--- config.mk ---
export PLATFORM = sky130hd
export DESIGN_NAME = thick_line_rasterizer
export DESIGN_NICKNAME = d
export VERILOG_FILES = /design/src/sv/tlr_pkg.sv /design/src/sv/thick_line_rasterizer.sv
export SDC_FILE = /design/constraint.sdc
export NUM_CORES = 1
export LEC_CHECK = 0
export BUFFER_PORTS_ARGS = -buffer_cell sky130_fd_sc_hd__buf_2
export CAP_MARGIN = 15
export CORE_UTILIZATION = 45
export DETAILED_ROUTE_END_ITERATION = 6
export GPL_TIMING_DRIVEN = 0
export PLACE_DENSITY_LB_ADDON = 0.05
export SKIP_CTS_REPAIR_TIMING = 1
export SLEW_MARGIN = 10
export SYNTH_ARGS = -nofsm -noshare
export SYNTH_HDL_FRONTEND = slang
export SYNTH_SLANG_ARGS = --single-unit
--- constraint.sdc ---
create_clock -name clk -period 25.4 [get_ports clk]
set_input_delay 5.08 -clock clk [delete_from_list [all_inputs] [get_ports clk]]
set_output_delay 5.08 -clock clk [all_outputs]
set_load 0.05 [all_outputs]
--- src/sv/tlr_pkg.sv ---
// thick line rasterizer: shared types, register indexes and reset values
// no dependencies; imported by thick_line_rasterizer
`default_nettype none

package tlr_pkg;

    // defaults for the top level parameters
    localparam int unsigned MAX_IMAGE_SIZE_DEF = 1024;
    localparam int unsigned MAX_THICKNESS_DEF  = 7;

    // configuration port
    localparam int unsigned CFG_INDEX_W = 3;
    localparam int unsigned CFG_DATA_W  = 11;

    typedef enum logic [CFG_INDEX_W-1:0] {
        REG_IMAGE_WIDTH     = 3'd0,
        REG_IMAGE_HEIGHT    = 3'd1,
        REG_BRUSH_THICKNESS = 3'd2,
        REG_LINE_RED        = 3'd3,
        REG_LINE_GREEN      = 3'd4,
        REG_LINE_BLUE       = 3'd5
    } cfg_reg_t;

    // register reset values
    localparam logic [10:0] IMAGE_WIDTH_RST     = 11'd224;
    localparam logic [10:0] IMAGE_HEIGHT_RST    = 11'd224;
    localparam logic [2:0]  BRUSH_THICKNESS_RST = 3'd2;
    localparam logic [7:0]  LINE_RED_RST        = 8'd0;
    localparam logic [7:0]  LINE_GREEN_RST      = 8'd100;
    localparam logic [7:0]  LINE_BLUE_RST       = 8'd255;

    // operation codes
    localparam logic OP_START   = 1'b0;
    localparam logic OP_ADVANCE = 1'b1;

    typedef struct packed {
        logic               operation;
        logic signed [11:0] start_x;
        logic signed [11:0] start_y;
        logic signed [11:0] finish_x;
        logic signed [11:0] finish_y;
    } in_item_t;

    typedef struct packed {
        logic signed [11:0] pixel_x;
        logic signed [11:0] pixel_y;
        logic [21:0]        byte_address;
        logic               write_enable;
        logic [7:0]         red_out;
        logic [7:0]         green_out;
        logic [7:0]         blue_out;
        logic               brush_last;
        logic               line_done;
    } out_item_t;

endpackage

`default_nettype wire

--- src/sv/thick_line_rasterizer.sv ---
// thick line rasterizer top level: line set-up, error-term stepping and brush sequencer
// depends on tlr_pkg for the beat types, register indexes and reset values
`default_nettype none

// A start beat loads both endpoints and gives no result; a line whose endpoints both
// lie beyond the same image edge is dropped at once. An advance beat takes one
// Bresenham step when accepted and hands a snapshot of the current point to the brush
// sequencer, which sends one brush pixel per cycle through the output register unless
// stalled: an advance therefore sends (2*floor(t/2)+1)^2 pixels, nine at the default
// thickness of two, and a single pixel when no line is active. The next beat is taken
// in the cycle the last pixel of a brush leaves, so brushes follow each other with no
// gap; the single pixel output port sets the rate. Pixels run column offset outer, row
// offset inner. Colour and frame size are read live while the brush is sent; the user
// must see that they are only written between lines or while idle; it is not enforced.
module thick_line_rasterizer
    import tlr_pkg::*;
#(
    parameter int unsigned MAX_IMAGE_SIZE = MAX_IMAGE_SIZE_DEF,
    parameter int unsigned MAX_THICKNESS  = MAX_THICKNESS_DEF
) (
    input  wire logic                   clk,
    input  wire logic                   rst_n,
    // input beats
    input  wire logic                   in_valid,
    output logic                        in_ready,
    input  wire in_item_t               in_data,
    // result beats
    output logic                        out_valid,
    input  wire logic                   out_ready,
    output out_item_t                   out_data,
    // configuration writes
    input  wire logic                   cfg_write,
    input  wire logic [CFG_INDEX_W-1:0] cfg_index,
    input  wire logic [CFG_DATA_W-1:0]  cfg_data
);

    // brush offsets run 0 .. 2*half, half at most MAX_THICKNESS/2
    localparam int unsigned HALF_MAX = MAX_THICKNESS / 2;
    localparam int unsigned OFS_W    = $clog2(2 * HALF_MAX + 2);

    // configuration registers
    logic [10:0] image_width_reg;
    logic [10:0] image_height_reg;
    logic [2:0]  brush_thickness_reg;
    logic [7:0]  line_red_reg;
    logic [7:0]  line_green_reg;
    logic [7:0]  line_blue_reg;

    // line state
    logic signed [11:0] cursor_x_reg, cursor_x_next;
    logic signed [11:0] cursor_y_reg, cursor_y_next;
    logic signed [11:0] target_x_reg, target_x_next;
    logic signed [11:0] target_y_reg, target_y_next;
    logic [11:0]        delta_x_reg, delta_x_next;
    logic [11:0]        delta_y_reg, delta_y_next;
    logic               step_x_negative_reg, step_x_negative_next;
    logic               step_y_negative_reg, step_y_negative_next;
    logic signed [13:0] error_term_reg, error_term_next;
    logic               line_active_reg, line_active_next;

    // brush sequencer
    logic               busy_reg, busy_next;
    logic [OFS_W-1:0]   col_ofs_reg, col_ofs_next;
    logic [OFS_W-1:0]   row_ofs_reg, row_ofs_next;
    logic [OFS_W-1:0]   half_reg, half_next;
    logic signed [11:0] centre_x_reg, centre_x_next;
    logic signed [11:0] centre_y_reg, centre_y_next;
    logic               final_pt_reg, final_pt_next;
    logic               no_line_reg, no_line_next;

    // output register
    logic               out_valid_reg, out_valid_next;
    out_item_t          out_data_reg, out_data_next;

    // effective frame size and brush
    logic [10:0] width_eff;
    logic [10:0] height_eff;
    logic [2:0]  thick_eff;

    // handshake helpers
    logic        out_load;
    logic        brush_end;
    logic        in_take;
    logic [OFS_W-1:0] span;

    // start set-up
    logic signed [12:0] sx1, sy1, sx2, sy2;
    logic signed [12:0] w_s, h_s;
    logic               reject;
    logic signed [12:0] diff_x, diff_y;

    // stepping
    logic signed [14:0] e2;
    logic signed [14:0] err_acc;
    logic               final_now;

    // pixel path
    logic signed [13:0] px_wide, py_wide;
    logic signed [13:0] w_wide, h_wide;
    logic               pix_we;
    logic [21:0]        row_base;
    logic [22:0]        lin_index;
    logic [24:0]        addr_full;
    out_item_t          pixel;

    always_comb
    begin
        width_eff  = (32'(image_width_reg) > 32'(MAX_IMAGE_SIZE))
                   ? 11'(MAX_IMAGE_SIZE) : image_width_reg;
        height_eff = (32'(image_height_reg) > 32'(MAX_IMAGE_SIZE))
                   ? 11'(MAX_IMAGE_SIZE) : image_height_reg;
        thick_eff  = (32'(brush_thickness_reg) > 32'(MAX_THICKNESS))
                   ? 3'(MAX_THICKNESS) : brush_thickness_reg;
    end

    // last pixel of the brush goes out this cycle
    assign span      = OFS_W'(half_reg << 1);
    assign out_load  = !out_valid_reg || out_ready;
    assign brush_end = busy_reg && out_load && (col_ofs_reg == span) && (row_ofs_reg == span);
    assign in_ready  = !busy_reg || brush_end;
    assign in_take   = in_valid && in_ready;

    // ---- start beat: clip test and error-term set-up ----
    always_comb
    begin
        sx1    = 13'(in_data.start_x);
        sy1    = 13'(in_data.start_y);
        sx2    = 13'(in_data.finish_x);
        sy2    = 13'(in_data.finish_y);
        w_s    = $signed({2'b00, width_eff});
        h_s    = $signed({2'b00, height_eff});
        // both endpoints beyond the same edge
        reject = (sx1 < 0 && sx2 < 0) || (sx1 >= w_s && sx2 >= w_s)
              || (sy1 < 0 && sy2 < 0) || (sy1 >= h_s && sy2 >= h_s);
        diff_x = (sx2 > sx1) ? (sx2 - sx1) : (sx1 - sx2);
        diff_y = (sy2 > sy1) ? (sy2 - sy1) : (sy1 - sy2);
    end

    // ---- advance beat: one Bresenham step ----
    always_comb
    begin
        final_now = (cursor_x_reg == target_x_reg) && (cursor_y_reg == target_y_reg);
        e2        = 15'(error_term_reg) <<< 1;
        err_acc   = 15'(error_term_reg);
        if (e2 > -$signed({3'b000, delta_y_reg}))
        begin
            err_acc = err_acc - $signed({3'b000, delta_y_reg});
        end
        if (e2 < $signed({3'b000, delta_x_reg}))
        begin
            err_acc = err_acc + $signed({3'b000, delta_x_reg});
        end
    end

    always_comb
    begin
        cursor_x_next        = cursor_x_reg;
        cursor_y_next        = cursor_y_reg;
        target_x_next        = target_x_reg;
        target_y_next        = target_y_reg;
        delta_x_next         = delta_x_reg;
        delta_y_next         = delta_y_reg;
        step_x_negative_next = step_x_negative_reg;
        step_y_negative_next = step_y_negative_reg;
        error_term_next      = error_term_reg;
        line_active_next     = line_active_reg;

        if (in_take && in_data.operation == OP_START)
        begin
            if (reject)
            begin
                line_active_next = 1'b0;
            end
            else
            begin
                cursor_x_next        = in_data.start_x;
                cursor_y_next        = in_data.start_y;
                target_x_next        = in_data.finish_x;
                target_y_next        = in_data.finish_y;
                delta_x_next         = 12'(diff_x);
                delta_y_next         = 12'(diff_y);
                step_x_negative_next = !(sx1 < sx2);
                step_y_negative_next = !(sy1 < sy2);
                error_term_next      = 14'(diff_x) - 14'(diff_y);
                line_active_next     = 1'b1;
            end
        end
        else if (in_take && line_active_reg)
        begin
            if (final_now)
            begin
                line_active_next = 1'b0;
            end
            else
            begin
                error_term_next = 14'(err_acc);
                if (e2 > -$signed({3'b000, delta_y_reg}))
                begin
                    cursor_x_next = step_x_negative_reg ? cursor_x_reg - 12'sd1
                                                        : cursor_x_reg + 12'sd1;
                end
                if (e2 < $signed({3'b000, delta_x_reg}))
                begin
                    cursor_y_next = step_y_negative_reg ? cursor_y_reg - 12'sd1
                                                        : cursor_y_reg + 12'sd1;
                end
            end
        end
    end

    // ---- brush sequencer ----
    always_comb
    begin
        busy_next     = busy_reg;
        col_ofs_next  = col_ofs_reg;
        row_ofs_next  = row_ofs_reg;
        half_next     = half_reg;
        centre_x_next = centre_x_reg;
        centre_y_next = centre_y_reg;
        final_pt_next = final_pt_reg;
        no_line_next  = no_line_reg;

        if (busy_reg && out_load)
        begin
            if (brush_end)
            begin
                busy_next = 1'b0;
            end
            else if (row_ofs_reg == span)
            begin
                row_ofs_next = '0;
                col_ofs_next = col_ofs_reg + 1'b1;
            end
            else
            begin
                row_ofs_next = row_ofs_reg + 1'b1;
            end
        end

        if (in_take && in_data.operation == OP_ADVANCE)
        begin
            busy_next     = 1'b1;
            col_ofs_next  = '0;
            row_ofs_next  = '0;
            centre_x_next = cursor_x_reg;
            centre_y_next = cursor_y_reg;
            no_line_next  = !line_active_reg;
            final_pt_next = final_now;
            // no line: a single pixel at the cursor
            half_next     = line_active_reg ? OFS_W'(thick_eff >> 1) : '0;
        end
    end

    // ---- pixel of the current offset ----
    always_comb
    begin
        px_wide = 14'(centre_x_reg) + $signed({1'b0, 13'(col_ofs_reg)})
                - $signed({1'b0, 13'(half_reg)});
        py_wide = 14'(centre_y_reg) + $signed({1'b0, 13'(row_ofs_reg)})
                - $signed({1'b0, 13'(half_reg)});
        w_wide  = $signed({3'b000, width_eff});
        h_wide  = $signed({3'b000, height_eff});
        pix_we  = !no_line_reg && (px_wide >= 0) && (px_wide < w_wide)
               && (py_wide >= 0) && (py_wide < h_wide);

        // (y*width + x)*3, kept to the port width
        row_base  = 22'(py_wide[10:0]) * 22'(width_eff);
        lin_index = 23'(row_base) + 23'(px_wide[10:0]);
        addr_full = (25'(lin_index) << 1) + 25'(lin_index);

        pixel.pixel_x      = 12'(px_wide);
        pixel.pixel_y      = 12'(py_wide);
        pixel.byte_address = pix_we ? addr_full[21:0] : '0;
        pixel.write_enable = pix_we;
        pixel.red_out      = no_line_reg ? '0 : line_red_reg;
        pixel.green_out    = no_line_reg ? '0 : line_green_reg;
        pixel.blue_out     = no_line_reg ? '0 : line_blue_reg;
        pixel.brush_last   = (col_ofs_reg == span) && (row_ofs_reg == span);
        pixel.line_done    = no_line_reg || final_pt_reg;
    end

    // ---- output register ----
    always_comb
    begin
        out_valid_next = out_valid_reg;
        out_data_next  = out_data_reg;
        if (out_load)
        begin
            out_valid_next = busy_reg;
            if (busy_reg)
            begin
                out_data_next = pixel;
            end
        end
    end

    assign out_valid = out_valid_reg;
    assign out_data  = out_data_reg;

    // ---- registers with reset ----
    always_ff @(posedge clk or negedge rst_n)
    begin
        if (!rst_n)
        begin
            image_width_reg     <= IMAGE_WIDTH_RST;
            image_height_reg    <= IMAGE_HEIGHT_RST;
            brush_thickness_reg <= BRUSH_THICKNESS_RST;
            line_red_reg        <= LINE_RED_RST;
            line_green_reg      <= LINE_GREEN_RST;
            line_blue_reg       <= LINE_BLUE_RST;
            cursor_x_reg        <= '0;
            cursor_y_reg        <= '0;
            target_x_reg        <= '0;
            target_y_reg        <= '0;
            delta_x_reg         <= '0;
            delta_y_reg         <= '0;
            step_x_negative_reg <= 1'b0;
            step_y_negative_reg <= 1'b0;
            error_term_reg      <= '0;
            line_active_reg     <= 1'b0;
            busy_reg            <= 1'b0;
            col_ofs_reg         <= '0;
            row_ofs_reg         <= '0;
            half_reg            <= '0;
            out_valid_reg       <= 1'b0;
        end
        else
        begin
            if (cfg_write)
            begin
                case (cfg_index)
                    REG_IMAGE_WIDTH:     image_width_reg     <= cfg_data;
                    REG_IMAGE_HEIGHT:    image_height_reg    <= cfg_data;
                    REG_BRUSH_THICKNESS: brush_thickness_reg <= cfg_data[2:0];
                    REG_LINE_RED:        line_red_reg        <= cfg_data[7:0];
                    REG_LINE_GREEN:      line_green_reg      <= cfg_data[7:0];
                    REG_LINE_BLUE:       line_blue_reg       <= cfg_data[7:0];
                    default:             ;
                endcase
            end
            cursor_x_reg        <= cursor_x_next;
            cursor_y_reg        <= cursor_y_next;
            target_x_reg        <= target_x_next;
            target_y_reg        <= target_y_next;
            delta_x_reg         <= delta_x_next;
            delta_y_reg         <= delta_y_next;
            step_x_negative_reg <= step_x_negative_next;
            step_y_negative_reg <= step_y_negative_next;
            error_term_reg      <= error_term_next;
            line_active_reg     <= line_active_next;
            busy_reg            <= busy_next;
            col_ofs_reg         <= col_ofs_next;
            row_ofs_reg         <= row_ofs_next;
            half_reg            <= half_next;
            out_valid_reg       <= out_valid_next;
        end
    end

    // ---- payload registers ----
    always_ff @(posedge clk)
    begin
        centre_x_reg <= centre_x_next;
        centre_y_reg <= centre_y_next;
        final_pt_reg <= final_pt_next;
        no_line_reg  <= no_line_next;
        out_data_reg <= out_data_next;
    end

endmodule

`default_nettype wire

After elaboration in Yosys (flattened, before gate mapping)
Cells that the tools add are included.

Flip-flop bits (word level): 248. Input port bits: 68. Logic and storage cells: 179.

Add/subtract/negate cells: 20. $mul: 1. $lt $le $gt $ge: 20. Equal/unequal tests: 12. Multiplexer cells: 38. Bitwise gates (word level): 2. Reduce and logical (&&, ||, !) cells: 52.

Operator list (number): 12-bit two-way mux (12); 14-bit two-way mux (6); 12-bit by 12-bit subtractor with 13-bit output (4); 12-bit greater-or-equal comparator (4); 12-bit by 1-bit < comparator with 1-bit output, second input constant (4); 14-bit by 1-bit greater-or-equal comparator with 1-bit output, second input constant (2); 14-bit by 12-bit < comparator with 1-bit output (2); 13-bit by 4-bit subtractor with 14-bit output (2); 12-bit by 4-bit adder with 13-bit output (2); 13-bit two-way mux (2); 12-bit by 2-bit adder with 12-bit output, second input constant (2); 12-bit equality test (2); 12-bit > comparator (2); 12-bit < comparator (2); 3-bit two-way mux (8); 12-bit by 2-bit subtractor with 12-bit output, second input constant (2); 22-bit by 11-bit adder with 22-bit output (1); 22-bit adder (1); 11-bit > comparator, second input constant (2); 11-bit by 11-bit multiplier with 22-bit output (1); 11-bit two-way mux (2); 2-bit AND reduction (11); 1-bit logical AND (17); 15-bit > comparator (1); 21 further kinds (51).

Depth between registers and ports, before layout
Gate-level depths: netlist of the first run.

Word-level depth: 10. Depth in mapped cells: 40.

Worst setup path after synthesis of the first run
No wires, ideal clock.

Path kind: input to output. From: in out_ready. To: out in_ready. Arrival: 5858 ps. Data required time: 20320 ps. Slack: 14462 ps. Stages on the path: 3. Buffers on the path: 0. Path through: nand2b_1 > inv_1 > o31ai_4.

Cells in the longest elaborated chain, start to end: 5.

RTL lines: start, declared (RTL line thick_line_rasterizer.sv:29) `input wire logic out_ready,`; 1-bit logical OR (RTL line thick_line_rasterizer.sv:118) `assign out_load = !out_valid_reg || out_ready;`; 1-bit logical AND (3 in series) (RTL line thick_line_rasterizer.sv:119) `assign brush_end = busy_reg && out_load && (col_ofs_reg == span) && (row_ofs_reg == span);`; 1-bit logical OR (RTL line thick_line_rasterizer.sv:120) `assign in_ready = !busy_reg || brush_end;`; end, declared (RTL line thick_line_rasterizer.sv:25) `output logic in_ready,`.

No other way between the ends.

Worst setup path after layout of the first run
Same ends and word-level chain as after synthesis.

==> flow_summary_export.csv, run 1 <==
group,metric,value,unit
cts,clk_pin_slew,0.06,ns
yosys,synth.top_cells.by_count,"324 x inv_1, 309 x ha_1, 233 x nand2_1, 144 x nor2_1, 143 x a21oi_1",
cts,clk_latency,0.61,ns
yosys,ys_ff_latch,246,
cts,cts_tree,"yes",
yosys,ys_seq_area_share,28.4,%
min_path,worstHoldStart,"delta_y_reg[11]$_DFFE_PN0P_",
drt,drc,0,
yosys,yosysTopAreaCell,"ha_1",
placement,place_congestion,0.925,
sta,grt_setup_unrepaired,"no",
yosys,synth-edff-count,99,
setup_path,r2r_end,"out_data[48]$_SDFFCE_PN0P_",
setup_path,reg2reg_depth,34,
yosys,syn_area_per_cell,9.27,um^2
sta,min_period,11.42,ns
yosys,synth_area_leaders,"ha_1 16%, dfrtp_1 14%, edfxtp_1 13%",
cells_and_area,diodes,0,
setup_path,worstPathMaxFanout,4,
drt,num_vias,18900,
sta,final_hold_viol_count,0,
global_routing,antenna_found_initial,2,
drt,wl_met2,34.9,mm
yosys,syn-cell-area,23500,um^2
sta,drv_slew,0,
cells_and_area,areaGrowthSynthToFinish,11.5,%
drt,wl,68.7,mm
yosys,yosysWarningCount,0,
setup_path,worstPathArrival,6.34,ns
sta,fmax,87.6,MHz
sta,clock_skew,0.0201,ns
global_routing,grt_pass1_vias,19100,
run_status,status,"finished, final reports clean",
cells_and_area,largest_reg_flops,73,
yosys,synth.most_common_cell,"inv_1",
floorplanning,die_w,231,um
drt,drtIter0Drc,972,
yosys,synth_fp_nets,3018,
global_routing,grt_pass1_wl,107,mm
setup_path,worstSetupPathType,"in2out",
cts,cts_buffer_depth,3,
placement,place_hpwl,56.0,mm
setup_path,worstReg2RegStart,"half_reg[1]$_DFFE_PN0P_",
sta,relSlewSlack,42.2,%
cts,htreeDepth,1,
drt,met1Wirelength,29.3,mm
cts,root_buffer,"clkbuf_16",
yosys,ys_types,88,
global_routing,grt_max_degree,77,
sta,fin_crit_sh,45.0,%
cts,cts.sinks,246,
floorplanning,row_count,83,
cts,cts_buffers,31,
setup_path,crit_start,"out_ready",
global_routing,gr-total-overflow,0,
floorplanning,start_util,45.7,%
setup_path,worst-r2r-setup-slack,15.28,ns
sta,finalSetupTns,0,ns
yosys,synth_top_area_share,16.5,%
cells_and_area,fillerInstances,4880,
yosys,postSynthCellCount,2536,
sta,tightest_slew,0.866,ns
min_path,whs_endpoint,"delta_y_reg[11]$_DFFE_PN0P_",
drt,firstDrtPassIters,6,
flow_run,drv_cap,0,
floorplanning,pin_count,143,
floorplanning,core_area,51400,um^2
min_path,hold_path_class,"reg2reg",
cells_and_area,final_layout_size_suffix_gt1_share,12.5,%
drt,wire_per_inst,20.1,um
drt,wl_met3,2.50,mm
setup_path,critPathLaunchType,"input port",
floorplanning,fp.dieH,231,um
yosys,async_flop_share,59.8,%
yosys,synth_ff_type,"dfrtp_1",
sta,setup_viol,0,
drt,antenna_left,0,
drt,detail_route.vias_per_cell,5.54,
drt,top_layer_used,"met5",
setup_path,worstPathRequired,20.32,ns
placement,portBuffers,141,
global_routing,grt_usage,25.9,%
min_path,min_path_cells,2,
setup_path,cp-end-kind,"output port",
cells_and_area,nNetsFinal,3195,
floorplanning,die-area,53100,um^2
## kinds of logic after synthesis
family | share of synthesized area (%)
simple gates | 13.6
buf+inv | 6.51
flops | 28.4
fa+ha+maj | 25.4
mux | 4.71
xor+xnor | 6.06
compound gates | 15.4
## per-stage QoR
step	cells	setup slack, ns	hold WS [ns]	instance area [um^2]	utilization, %
CTS	3417	14.04	0.494	26200	50.9
global placement	3357	13.70	0.471	25100	48.7
global route	3418	13.96	0.502	26200	51.0
finish	3418	13.98	0.496	26200	51.0
floorplan	2536	14.46	0.450	23500	-
detailed placement	3359	14.06	0.481	25100	48.9
## how the worst max path moves through the flow
stage / to / slack (ns)
finish: in_ready / 13.98
global route: in_ready / 13.96
CTS: in_ready / 14.04
detailed placement: in_ready / 14.06
global placement: col_ofs_reg[2]$_DFFE_PN0P_ / 13.70
floorplan: in_ready / 14.46
## cells in the final DEF (no fill, tap or decap), types with 11 or more instances in the layout
cell       count
xor2_1        51
a31oi_1       22
mux2i_1       25
edfxtp_1      99
a2111oi_0     11
dfrtp_1      129
nand2b_1      30
nor2_1       144
nand2_1      233
o21ai_0      137
dfstp_2       18
buf_2        154
and3_1        13
xnor2_1      109
nor2b_1       64
fa_1         105
nand3_1       34
ha_1         309
inv_1        324
mux2_2        72
a21o_1        62
nand4_1       20
o21bai_1      24
clkbuf_16     34
clkbuf_1      60
and2_1        40
a211oi_1      21
o31ai_1       15
o21a_1        20
nor3_1        37
a21oi_1      143
## layout make-up
class                      instances  area [um^2]  share of cell area, %
multi-input combinational       1893        15300                   58.4
sequential                       246         6670                   25.5
inverter                         326         1220                   4.67
clock buffer                      47          950                   3.62
tap                              680          851                   3.25
timing repair buffer             144          798                   3.05
buffer                            71          307                   1.17
clock inverter                    11          100                  0.382
## layer usage
layer | vias up | GRT usage [%]
li1 | 9122 | -
met1 | 9268 | 32.1
met2 | 424 | 47.2
met3 | 127 | 2.41
met4 | 2 | 8.32
met5 | - | 0
## worst max-delay path: stages
cell and delay [ns]:
buf_2 0.08, nand2b_1 0.22, inv_1 0.11, o31ai_4 0.48, buf_2 0.36
Power of run 1 is not shown: default switching activity piles up to over one toggle a cycle in this logic, so the estimate is an artifact.
==> inputs of run 2 (changes only) <==
Clock period 25.4 ns to 9.5 ns, I/O delays scaled along.
==> flow_summary_export.csv, run 2 (synthesis gave the netlist of run 1 again) <==
group,metric,value,unit
setup_path,slowest_delay,0.60,ns
drt,antenna_left,0,
global_routing,grt_max_degree,77,
sta,fin_crit_sh,96.4,%
cells_and_area,largest_reg_flops,73,
sta,drv_slew,0,
sta,setup_viol,0,
sta,final_hold_viol_count,0,
drt,num_vias,19000,
sta,fmax,109,MHz
sta,worst_slack,0.338,ns
floorplanning,fp.dieH,231,um
drt,detail_route.vias_per_cell,5.53,
drt,firstDrtPassIters,5,
setup_path,reg2reg_depth,35,
cts,clk_pin_slew,0.06,ns
setup_path,worstSetupPathType,"reg2reg",
cells_and_area,final_common_cell,"inv_1",
placement,portBuffers,141,
sta,tightest_slew,0.807,ns
global_routing,antenna_found_initial,2,
floorplanning,core_area,51400,um^2
sta,relSlewSlack,44.7,%
placement,place_congestion,0.925,
setup_path,worstPathMaxFanout,8,
global_routing,gr-total-overflow,0,
drt,drtIter0Drc,946,
cts,cts.sinks,246,
drt,wire_per_inst,20.1,um
setup_path,cp-end-kind,"flip-flop",
floorplanning,pin_count,143,
cells_and_area,final_layout_size_suffix_gt1_share,14.1,%
placement,postPlaceCellArea,25100,um^2
global_routing,grt_pass1_wl,107,mm
placement,dp_cells,3359,
placement,place_hpwl,56.0,mm
global_routing,grt_pass1_vias,19100,
cells_and_area,areaGrowthSynthToFinish,12.6,%
setup_path,worstPathArrival,9.51,ns
cells_and_area,finalNonFillerCells,3434,
global_routing,grt_usage,25.9,%
sta,min_period,9.16,ns
cts,cts_tree,"yes",
floorplanning,row_count,83,
setup_path,crit_slowest_cell,"o21ai_0",
floorplanning,die_w,231,um
cts,htreeDepth,1,
sta,clock_skew,0.0232,ns
cts,clk_latency,0.61,ns
placement,post-place-ws,-0.639,ns
floorplanning,start_util,45.7,%
flow_run,drv_cap,0,
setup_path,critPathLaunchType,"flip-flop",
min_path,min_path_cells,2,
floorplanning,die-area,53100,um^2
drt,wl,68.9,mm
run_status,status,"finished, final reports clean",
cts,root_buffer,"clkbuf_16",
cells_and_area,layout_common_cells,"321 x inv_1, 306 x ha_1, 233 x nand2_1",
drt,drc,0,
cells_and_area,diodes,0,
min_path,hold_path_class,"reg2reg",
cells_and_area,stdcell_area,26500,um^2
cts,cts_buffers,31,
cells_and_area,nNetsFinal,3211,
cts,cts_buffer_depth,3,
setup_path,worstPathRequired,9.85,ns
==> run 2: metrics by stage <==
stage	util, %	hold WS, ns	TNS (ns)
2_1_floorplan	-	0.450	0
3_3_place_gp	48.7	0.471	-2.00
3_5_place_dp	48.9	0.481	-1.95
4_1_cts	50.9	0.494	-2.07
5_1_grt	51.5	0.502	-0.0251
6_report	51.5	0.493	0
==> run 2: cell type report <==
type,count,area (um^2)
inverter,326,1230
timing repair buffer,161,926
buffer,70,320
clock buffer,47,950
tap,680,851
clock inverter,11,100
sequential,246,6680
fill,4865,24900
multi-input combinational,1893,15400
==> run 2: final timing paths <==
kind,startpoint,to,slack [ns]
setup / recovery,row_ofs_reg[1]$_DFFE_PN0P_,out_data[48]$_SDFFCE_PN0P_,0.34
hold / removal,delta_y_reg[11]$_DFFE_PN0P_,delta_y_reg[11]$_DFFE_PN0P_,0.49
setup reg to reg,row_ofs_reg[1]$_DFFE_PN0P_,out_data[48]$_SDFFCE_PN0P_,0.34
hold reg to reg,delta_y_reg[11]$_DFFE_PN0P_,delta_y_reg[11]$_DFFE_PN0P_,0.49
max in group asynchronous,rst_n,image_width_reg[7]$_DFFE_PN1P_,7.36
min in group asynchronous,rst_n,error_term_reg[10]$_DFFE_PN0P_,1.26
==> run 2: metal layers <==
| layer | GRT usage [%] | vias up | wire, um |
|---|---|---|---|
| li1 | - | 9153 | - |
| met1 | 32.1 | 9309 | 29300 |
| met2 | 47.2 | 387 | 35000 |
| met3 | 2.41 | 127 | 2520 |
| met4 | 8.17 | 2 | 2090 |
| met5 | 0 | - | 14 |
==> run 2: worst max-delay path: cells and delay by family (launching register included) <==
kind / cells / cell delay, ns
XOR/XNOR: 3 / 0.58
AO/OA/AOI/OAI: 14 / 3.23
buffers and inverters: 7 / 0.61
adder cells (fa/ha/maj): 9 / 3.93
flip-flops: 1 / 0.38
AND/OR/NAND/NOR: 2 / 0.12
Power of run 2 is left out for the same reason.
==> inputs of run 3 (changes only) <==
Settings changed: CELL_PAD_IN_SITES_DETAIL_PLACEMENT set to 0, CELL_PAD_IN_SITES_GLOBAL_PLACEMENT set to 1, CORE_UTILIZATION 45 to 44.
==> flow_summary_export.csv, run 3 (synthesis gave the netlist of run 1 again) <==
group,metric,value,unit
sta,tightest_slew,0.913,ns
sta,setup_viol,0,
sta,clock_skew,0.0186,ns
sta,relSlewSlack,38.3,%
run_status,status,"finished, final reports clean",
drt,wire_per_inst,19.7,um
floorplanning,fp.dieH,233,um
placement,portBuffers,141,
cells_and_area,fin_util,50.3,%
cts,clk_latency,0.60,ns
drt,num_vias,18500,
setup_path,worstSetupPathType,"reg2reg",
setup_path,worstPathMaxFanout,11,
flow_run,drv_cap,0,
cells_and_area,nNetsFinal,3209,
cts,clk_pin_slew,0.06,ns
sta,fin_crit_sh,95.2,%
drt,firstDrtPassIters,5,
cells_and_area,layout_common_cells,"320 x inv_1, 308 x ha_1, 233 x nand2_1",
sta,grt_setup_unrepaired,"no",
sta,worst_slack,0.454,ns
global_routing,grt_max_degree,83,
cts,htreeDepth,1,
drt,wl,67.9,mm
drt,antenna_left,0,
sta,drv_slew,0,
cells_and_area,fillerInstances,5036,
setup_path,slowest_delay,0.53,ns
cells_and_area,areaGrowthSynthToFinish,12.6,%
floorplanning,row_count,84,
cells_and_area,stdcell_area,26500,um^2
drt,drtIter0Drc,747,
cts,cts_buffers,31,
cells_and_area,diodes,0,
min_path,hold_path_class,"reg2reg",
global_routing,grt_pass1_vias,19000,
placement,place_hpwl,56.3,mm
sta,final_hold_viol_count,0,
setup_path,critPathLaunchType,"flip-flop",
cells_and_area,largest_reg_flops,73,
setup_path,worstPathRequired,9.83,ns
sta,fmax,111,MHz
floorplanning,start_util,44.6,%
global_routing,grt_pass1_wl,106,mm
setup_path,worst-r2r-setup-slack,0.45,ns
setup_path,reg2reg_depth,33,
floorplanning,pin_count,143,
floorplanning,die-area,54300,um^2
floorplanning,core_area,52700,um^2
placement,postPlaceCellArea,25100,um^2
setup_path,r2r_end,"out_data[48]$_SDFFCE_PN0P_",
cts,cts.sinks,246,
setup_path,worstReg2RegStart,"half_reg[1]$_DFFE_PN0P_",
global_routing,gr-total-overflow,0,
floorplanning,die_w,233,um
cells_and_area,final_layout_size_suffix_gt1_share,14.1,%
global_routing,grt_usage,25.3,%
cells_and_area,final_common_cell,"inv_1",
drt,drc,0,
setup_path,worstPathArrival,9.38,ns
placement,post-place-ws,-0.757,ns
setup_path,cp-endpoint,"out_data[48]$_SDFFCE_PN0P_",
placement,place_congestion,0.880,
setup_path,cp_common_cell,"fa_1",
cts,cts_buffer_depth,3,
cts,root_buffer,"clkbuf_16",
sta,min_period,9.05,ns
cts,cts_tree,"yes",
setup_path,crit_slowest_cell,"fa_1",
setup_path,cp-end-kind,"flip-flop",
setup_path,crit_start,"half_reg[1]$_DFFE_PN0P_",
drt,detail_route.vias_per_cell,5.39,
global_routing,antenna_found_initial,3,
run 3: worst min path at each step:
| stage | endpoint | cells after the start | from |
|---|---|---|---|
| after floorplan | delta_y_reg[3]$_DFFE_PN0P_ | 2 | delta_y_reg[3]$_DFFE_PN0P_ |
| after global placement | delta_y_reg[3]$_DFFE_PN0P_ | 2 | delta_y_reg[3]$_DFFE_PN0P_ |
| after detailed placement | delta_y_reg[3]$_DFFE_PN0P_ | 2 | delta_y_reg[3]$_DFFE_PN0P_ |
| after CTS | delta_y_reg[3]$_DFFE_PN0P_ | 2 | delta_y_reg[3]$_DFFE_PN0P_ |
| after global routing | line_green_reg[7]$_DFFE_PN0P_ | 1 | line_green_reg[7]$_DFFE_PN0P_ |
| final | delta_y_reg[3]$_DFFE_PN0P_ | 2 | delta_y_reg[3]$_DFFE_PN0P_ |
run 3: final cells by class:
| cell class | count | area, um^2 | area share, % |
|---|---|---|---|
| multi-input combinational | 1893 | 15500 | 58.4 |
| clock buffer | 40 | 841 | 3.18 |
| clock inverter | 18 | 193 | 0.728 |
| inverter | 326 | 1230 | 4.66 |
| timing repair buffer | 159 | 903 | 3.41 |
| tap | 688 | 861 | 3.25 |
| sequential | 246 | 6680 | 25.2 |
| buffer | 70 | 315 | 1.19 |
run 3: through the flow:
stage	hold WS, ns	setup TNS, ns	std cells
3_3_place_gp	0.469	-3.10	3365
5_1_grt	0.512	0	3440
3_5_place_dp	0.472	-2.86	3367
6_report	0.479	0	3440
4_1_cts	0.486	-3.03	3425
2_1_floorplan	0.450	0	2536
run 3: routing by layer:
metal | part of all wire (%) | track usage, % | up-vias
li1 | - | - | 9158
met1 | 43 | 31.4 | 9022
met2 | 51 | 45.5 | 266
met3 | 2.7 | 2.42 | 90
met4 | 3.5 | 8.82 | 4
met5 | 0.034 | 0 | -
run 3: critical path: cells and delay by family, from the launching register on:
family | cells | cell delay (ns)
adders and majority gates | 9 | 4.11
AOI/OAI and AO/OA | 10 | 2.40
xor gates and xnor gates | 3 | 0.63
and+or+nand+nor | 6 | 0.53
buffers and inverters | 5 | 0.63
DFF | 1 | 0.49
Power of run 3 is left out for the same reason.
